**config.mk**
```make
export PLATFORM = sky130hd
export DESIGN_NAME = humidity_frame_decode_top
export DESIGN_NICKNAME = d
export VERILOG_FILES = /design/src/hdl/hfd_pkg.sv /design/src/hdl/hfd_stage_head.sv /design/src/hdl/hfd_stage_check.sv /design/src/hdl/hfd_stage_out.sv /design/src/hdl/humidity_frame_decode_top.sv
export SDC_FILE = /design/constraint.sdc
export NUM_CORES = 1
export LEC_CHECK = 0
export ABC_AREA = 1
export BUFFER_PORTS_ARGS = -buffer_cell sky130_fd_sc_hd__buf_4
export CAP_MARGIN = 25
export CORE_ASPECT_RATIO = 0.8
export CORE_MARGIN = 2
export CORE_UTILIZATION = 40
export CTS_CLUSTER_DIAMETER = 40
export CTS_CLUSTER_SIZE = 20
export DETAILED_ROUTE_END_ITERATION = 10
export GPL_TIMING_DRIVEN = 0
export HOLD_SLACK_MARGIN = 0.15
export PLACE_DENSITY = 0.56
export SETUP_SLACK_MARGIN = 0.4
export SYNTH_ARGS = -nofsm -noshare
export SYNTH_HDL_FRONTEND = slang
export SYNTH_HIERARCHICAL = 1
export SYNTH_SLANG_ARGS = --single-unit
```
**constraint.sdc**
```tcl
create_clock -name clock -period 7.2 [get_ports clock]
set_input_delay 0.36 -clock clock [delete_from_list [all_inputs] [get_ports clock]]
set_output_delay 0.36 -clock clock [all_outputs]
set_load 0.01 [all_outputs]
```
**src/hdl/hfd_pkg.sv**
```systemverilog
// ----------------------------------------------------------------------------
// hfd_pkg
// Shared types, constants and helper functions for the humidity frame decoder.
// ----------------------------------------------------------------------------
package hfd_pkg;

   localparam logic [7:0]  CRC_POLY   = 8'h31;
   localparam logic [7:0]  CRC_INIT   = 8'hFF;
   localparam logic [14:0] TEMP_SPAN  = 15'd17500;
   localparam logic [13:0] HUM_SPAN   = 14'd10000;
   localparam logic [15:0] TEMP_OFFSET = 16'd4500;
   localparam logic [16:0] FULL_SCALE = 17'd65535;

   // Stage one result: CRC state after the high bytes and the scaled raw words.
   typedef struct packed {
      logic [7:0]  crc_t;
      logic [7:0]  crc_h;
      logic [7:0]  temp_low;
      logic [7:0]  hum_low;
      logic [7:0]  temp_check;
      logic [7:0]  hum_check;
      logic [30:0] prod_t;
      logic [29:0] prod_h;
   } s1_type;

   // Stage two result: check outcome and the quotients.
   typedef struct packed {
      logic        ok;
      logic [14:0] quo_t;
      logic [13:0] quo_h;
   } s2_type;

   // Result beat.
   typedef struct packed {
      logic        status;
      logic [14:0] temp_centi;
      logic [13:0] hum_centi;
   } rsp_type;

   // One byte of CRC-8, MSB first, no reflection.
   function automatic logic [7:0] crc8_byte(input logic [7:0] crc, input logic [7:0] data);
      logic [7:0] c;
      c = crc ^ data;
      for (int i = 0; i < 8; i++) begin
         if (c[7]) begin
            c = {c[6:0], 1'b0} ^ CRC_POLY;
         end else begin
            c = {c[6:0], 1'b0};
         end
      end
      return c;
   endfunction

   // Floor division by 65535. With x = a*65536 + b, x = a*65535 + (a + b),
   // and a + b stays below twice the divisor, so one compare corrects it.
   function automatic logic [14:0] div_full_scale(input logic [30:0] x);
      logic [16:0] s;
      logic [14:0] a;
      a = x[30:16];
      s = {2'b00, a} + {1'b0, x[15:0]};
      return a + {14'd0, (s >= FULL_SCALE)};
   endfunction

endpackage

```
**src/hdl/hfd_stage_head.sv**
```systemverilog
// ----------------------------------------------------------------------------
// hfd_stage_head
// First pipeline stage: CRC over the high bytes and scaling multiplies.
// ----------------------------------------------------------------------------
module hfd_stage_head (
   input  logic               clock,
   input  logic               reset,
   input  logic               in_valid,
   output logic               in_ready,
   input  logic [47:0]        in_data,
   output logic               out_valid,
   input  logic               out_ready,
   output hfd_pkg::s1_type    out_data
);

   logic            valid_ff;
   logic            valid_in;
   hfd_pkg::s1_type data_ff;
   hfd_pkg::s1_type data_in;

   assign in_ready = !valid_ff || out_ready;
   assign valid_in = in_ready ? in_valid : valid_ff;

   always_comb begin
      data_in.crc_t      = hfd_pkg::crc8_byte(hfd_pkg::CRC_INIT, in_data[7:0]);
      data_in.crc_h      = hfd_pkg::crc8_byte(hfd_pkg::CRC_INIT, in_data[31:24]);
      data_in.temp_low   = in_data[15:8];
      data_in.temp_check = in_data[23:16];
      data_in.hum_low    = in_data[39:32];
      data_in.hum_check  = in_data[47:40];
      data_in.prod_t     = {16'd0, hfd_pkg::TEMP_SPAN} * {15'd0, in_data[7:0], in_data[15:8]};
      data_in.prod_h     = {16'd0, hfd_pkg::HUM_SPAN} * {14'd0, in_data[31:24], in_data[39:32]};
   end

   always_ff @(posedge clock) begin
      if (reset) begin
         valid_ff <= 1'b0;
      end else begin
         valid_ff <= valid_in;
      end
      if (in_ready && in_valid) begin
         data_ff <= data_in;
      end
   end

   assign out_valid = valid_ff;
   assign out_data  = data_ff;

endmodule

```
**src/hdl/hfd_stage_check.sv**
```systemverilog
// ----------------------------------------------------------------------------
// hfd_stage_check
// Second pipeline stage: CRC over the low bytes, check compare, division.
// ----------------------------------------------------------------------------
module hfd_stage_check (
   input  logic               clock,
   input  logic               reset,
   input  logic               in_valid,
   output logic               in_ready,
   input  hfd_pkg::s1_type    in_data,
   output logic               out_valid,
   input  logic               out_ready,
   output hfd_pkg::s2_type    out_data
);

   logic            valid_ff;
   logic            valid_in;
   hfd_pkg::s2_type data_ff;
   hfd_pkg::s2_type data_in;
   logic [14:0]     quo_h_wide;

   assign in_ready = !valid_ff || out_ready;
   assign valid_in = in_ready ? in_valid : valid_ff;

   always_comb begin
      data_in.ok = (hfd_pkg::crc8_byte(in_data.crc_t, in_data.temp_low) == in_data.temp_check)
                && (hfd_pkg::crc8_byte(in_data.crc_h, in_data.hum_low) == in_data.hum_check);
      data_in.quo_t = hfd_pkg::div_full_scale(in_data.prod_t);
      quo_h_wide    = hfd_pkg::div_full_scale({1'b0, in_data.prod_h});
      data_in.quo_h = quo_h_wide[13:0];
   end

   always_ff @(posedge clock) begin
      if (reset) begin
         valid_ff <= 1'b0;
      end else begin
         valid_ff <= valid_in;
      end
      if (in_ready && in_valid) begin
         data_ff <= data_in;
      end
   end

   assign out_valid = valid_ff;
   assign out_data  = data_ff;

endmodule

```
**src/hdl/hfd_stage_out.sv**
```systemverilog
// ----------------------------------------------------------------------------
// hfd_stage_out
// Third pipeline stage: temperature offset, error zeroing, output register.
// ----------------------------------------------------------------------------
module hfd_stage_out (
   input  logic               clock,
   input  logic               reset,
   input  logic               in_valid,
   output logic               in_ready,
   input  hfd_pkg::s2_type    in_data,
   output logic               out_valid,
   input  logic               out_ready,
   output hfd_pkg::rsp_type   out_data
);

   logic             valid_ff;
   logic             valid_in;
   hfd_pkg::rsp_type data_ff;
   hfd_pkg::rsp_type data_in;
   logic [15:0]      temp_wide;

   assign in_ready = !valid_ff || out_ready;
   assign valid_in = in_ready ? in_valid : valid_ff;

   always_comb begin
      temp_wide = {1'b0, in_data.quo_t} - hfd_pkg::TEMP_OFFSET;
      data_in.status     = !in_data.ok;
      data_in.temp_centi = in_data.ok ? temp_wide[14:0] : 15'd0;
      data_in.hum_centi  = in_data.ok ? in_data.quo_h : 14'd0;
   end

   always_ff @(posedge clock) begin
      if (reset) begin
         valid_ff <= 1'b0;
      end else begin
         valid_ff <= valid_in;
      end
      if (in_ready && in_valid) begin
         data_ff <= data_in;
      end
   end

   assign out_valid = valid_ff;
   assign out_data  = data_ff;

endmodule

```
**src/hdl/humidity_frame_decode_top.sv**
```systemverilog
// ----------------------------------------------------------------------------
// humidity_frame_decode_top
// Beats pass the three stages head, check and out in turn, one beat per stage.
// Throughput is one frame per cycle unless the response side stalls.
// The stages are elastic, so a stalled response blocks only the full stages.
// Reset clears the stage valid bits only; payload registers are not reset.
// ----------------------------------------------------------------------------
module humidity_frame_decode_top (
   input  logic        clock,
   input  logic        reset,
   // Request channel.
   input  logic        req_tvalid,
   output logic        req_tready,
   // Fields from bit 0 up: temp_high, temp_low, temp_check,
   // hum_high, hum_low, hum_check (eight bits each).
   input  logic [47:0] req_tdata,
   // Response channel.
   output logic        rsp_tvalid,
   input  logic        rsp_tready,
   // Fields from bit 0 up: temp_centi (15 bits, signed), hum_centi (14 bits),
   // then three zero pad bits.
   output logic [31:0] rsp_tdata,
   // Fields from bit 0 up: status (1 bit, set on a CRC mismatch).
   output logic        rsp_tuser
);

   // Stage one computes the CRC state after each high byte and multiplies
   // the raw words by their spans. Stage two finishes each CRC with the low
   // byte, compares against the received check bytes and divides by the full
   // scale value. Stage three applies the temperature offset, forces zeros on
   // a mismatch and serves as the output register.

   logic             s1_valid;
   logic             s1_ready;
   hfd_pkg::s1_type  s1_data;
   logic             s2_valid;
   logic             s2_ready;
   hfd_pkg::s2_type  s2_data;
   hfd_pkg::rsp_type rsp_data;

   hfd_stage_head u_head (
      .clock     (clock),
      .reset     (reset),
      .in_valid  (req_tvalid),
      .in_ready  (req_tready),
      .in_data   (req_tdata),
      .out_valid (s1_valid),
      .out_ready (s1_ready),
      .out_data  (s1_data)
   );

   hfd_stage_check u_check (
      .clock     (clock),
      .reset     (reset),
      .in_valid  (s1_valid),
      .in_ready  (s1_ready),
      .in_data   (s1_data),
      .out_valid (s2_valid),
      .out_ready (s2_ready),
      .out_data  (s2_data)
   );

   hfd_stage_out u_out (
      .clock     (clock),
      .reset     (reset),
      .in_valid  (s2_valid),
      .in_ready  (s2_ready),
      .in_data   (s2_data),
      .out_valid (rsp_tvalid),
      .out_ready (rsp_tready),
      .out_data  (rsp_data)
   );

   // Pack the response beat; the pad bits are held at zero.
   assign rsp_tdata = {3'b000, rsp_data.hum_centi, rsp_data.temp_centi};
   assign rsp_tuser = rsp_data.status;

endmodule

```
==> impl_results.md <==
* Status: finished clean
* Routability cong. at 0.8547
* Peak supply drop at 0.1906 mV
* Pwr Density at 336.6 nW/um^2
* Initial antenna violation count at 2
* CP required at 7.41 ns
* Critical Path Slowest Stage Cell: fa_1
* Root Buffer: clkbuf_16
* H-tree levels at 4
* GRT overflow at 0
* Setup_tns at 0 ns
* Cell count after synthesis at 2021
* CP Cell Sequence: dlygate4sd3_1 -> buf_4 -> inv_1 -> fa_1 -> inv_1 -> ha_1 -> inv_1 -> fa_1 -> inv_1 -> ha_1 -> inv_1 -> fa_1 -> inv_1 -> ha_1 -> nand2_1 -> nor2_1 -> nand3_1 -> nand3_1 -> nand2_1 -> nand3_1 -> nand2_1
* Final net count at 2494
* Clock sink total at 161
* Final wirelength at 35170 microns
* Clk network pwr share at 0.148
* Placement Setup Slack at 2.769 ns
* Leakage at 9.717 nW
* Async SR Flop Fraction at 0
* Synth cell count leaders: 600 x nand2_1, 443 x inv_1, 202 x ha_1, 158 x edfxtp_1, 135 x nor2_1
* Register area share after synthesis at 0.3008
* Sequential Power Share at 0.249
* Minimum clock period at 4.352 ns
* Top-count cell post-synth: nand2_1
* Post-synthesis cell area at 15980 sq um
* CTS tree: done
* Wire per inst at 12.99 microns
* Hpwl dp at 29660 microns
* Number of synthesized flops with an enable pin at 158
* Global-route usage over all layers at 0.1768
* Worst clock skew at 0.008387 ns
* Slowest stage delay, CP at 0.54 ns
* Top cells by area, synth: edfxtp_1 30%, ha_1 16%, nand2_1 14%
* Net Switching at 2.978 mW
* DRT iter0 DRCs at 621
* Post-route DRC violation count at 0
* Synthesis warning total at 6
* Vias post-DR at 12390
* Area leader, netlist: edfxtp_1
* Synth unique cells at 38
* Data arrival, critical path at 4.56 ns
* TritonCTS Buffers at 17
* Port bufs at 83
* Clock slew at reported path FFs at 0.08 ns
* Hold path cells at 1
* First-pass GRT wire length at 58010 microns
* Startpoint Class: input port
* Die width at 227.4 microns
* Avg Vias per Cell at 4.574
* Layout cells sized above 1 at 0.08199
* Worst-Margin Slew at 0.8824 ns
* Vias in the first global route at 11720
* Crit path top cell by count: inv_1
* Crit-path max FO at 4
* MaxCap Viol Count at 0
* Synth top area share at 0.2970
* Area Growth Syn to Fin at 14.10%
* Clk buf depth at 2
* Switching share of power at 0.4853
* DRT antenna net count at 0
* Num ports at 87
* Comb pwr share at 0.603
* Setup violators final at 0
* Area of the die at 41560 sq um
* Total internal power at 3.158 mW
* Final Cycle Share at 0.6044
* Syn_area_per_cell at 7.905 sq um
* Predominant post-synthesis flop cell: edfxtp_1
* Hold Crit Class: input port to register
* RSZ-0062 raised after global routing: no
* Worst slew margin at 0.4104
* Later-pin clock latency in the skew report at 0.45 ns
* CP Capture Type: register
* Core ar. at 39440 sq um
* DR pass1 iterations at 5
* CP Class: input port to register
* Largest net degree at the start of global routing at 31
* Post-route setup slack at 2.848 ns
* DIE HEIGHT at 182.7 microns
* CTS resizes at 0
* Peak Freq at 229.8 MHz
* Worst-case hold slack at 0.1771 ns
* Synthesized flop and latch total at 161
* Starting Density at 0.4050
* R2R depth at 19
* Final Max Slew Viols at 0
* Final Hold Fails at 0
* Row count at 65
-- power groups by stage --
stage	Combinational [mW]	Clock, mW	Sequential (mW)
floorplan	2.79	0	1.48
global placement	3.64	0	1.56
detailed placement	3.65	0	1.55
CTS	3.69	0.936	1.53
global route	4.29	0.968	1.55
finish	3.70	0.908	1.53
-- worst max-delay path: cells and delay by family --
kind	cells	cell delay, ns
fa+ha+maj	6	2.43
buf+inv	8	1.02
simple gates	7	0.76
-- cell type report --
class / count / area, sq um
Antenna cell: 1 / 2.502
Inverter: 445 / 1670
Fill cell: 3908 / 21220
Clock inverter: 15 / 160.2
Clock buffer: 17 / 425.4
Multi-Input combinational cell: 1406 / 9443
Buffer: 16 / 117.6
Timing Repair Buffer: 111 / 933.4
Tap cell: 536 / 670.6
Sequential cell: 161 / 4805
-- state kept, by name, summed over array words and instances, names as in the netlist --
name / cells
u_out/out_data: 30
u_head/out_data: 98
u_check/out_valid: 1
u_head/out_valid: 1
u_check/out_data: 30
u_out/out_valid: 1
-- cells in the final DEF, fill, tap and decap left out, types with 5 or more instances in the layout --
| cell | instances |
|---|---|
| nand4_1 | 18 |
| ha_1 | 202 |
| xnor2_1 | 28 |
| o21bai_1 | 7 |
| fa_1 | 82 |
| dlygate4sd3_1 | 25 |
| clkbuf_16 | 17 |
| conb_1 | 9 |
| xor2_1 | 56 |
| nor2_2 | 6 |
| inv_1 | 443 |
| a21o_1 | 5 |
| nor3_1 | 11 |
| nand2_2 | 20 |
| edfxtp_1 | 158 |
| o21ai_0 | 10 |
| buf_4 | 98 |
| a21oi_1 | 66 |
| inv_8 | 5 |
| nor2_1 | 135 |
| nand2_1 | 600 |
| nand3b_1 | 16 |
| nand3_1 | 110 |
-- metal layers --
metal	global-route usage	routed length, microns
met4	0.03059	231
met2	0.2704	14750
met3	0.02595	1267
met5	0	0
met1	0.2671	18920
-- stage by stage --
| step | instance area [sq um] | std cells | util | power (mW) |
|---|---|---|---|---|
| 6_report | 18230 | 2708 | 0.4621 | 6.136 |
| 5_1_grt | 18230 | 2708 | 0.4621 | 6.806 |
| 4_1_cts | 18230 | 2707 | 0.4620 | 6.162 |
| 3_5_place_dp | 17390 | 2650 | 0.4409 | 5.203 |
| 3_3_place_gp | 17300 | 2647 | 0.4385 | 5.190 |
| 2_1_floorplan | 16000 | 2028 | - | 4.270 |
-- final timing paths --
path                                            from              endpoint  slack (ns)
worst max-delay path                   req_tdata[36]   u_head/out_data[26]        2.85
worst min-delay path                    req_tdata[9]   u_head/out_data[86]        0.18
worst max register to register   u_head/out_data[51]  u_check/out_data[28]        3.55
worst min register to register  u_check/out_data[15]    u_out/out_data[15]        0.51
-- timing repair --
action                                 CTS  global route
hold buffers                            25             0
setup buffers                            0             0
endpoints found under the hold margin   27             0
-- logic make-up after synthesis --
group | after synthesis | synth area share
buffers and inverters | 461 | 0.1119
XOR/XNOR | 87 | 0.04911
AO/OA/AOI/OAI | 99 | 0.03391
flip-flops | 161 | 0.3008
AND/OR/NAND/NOR | 927 | 0.2429
other | 2 | 0.0004701
adder cells (fa/ha/maj) | 284 | 0.2610
Power figures use the tool's default switching activity.
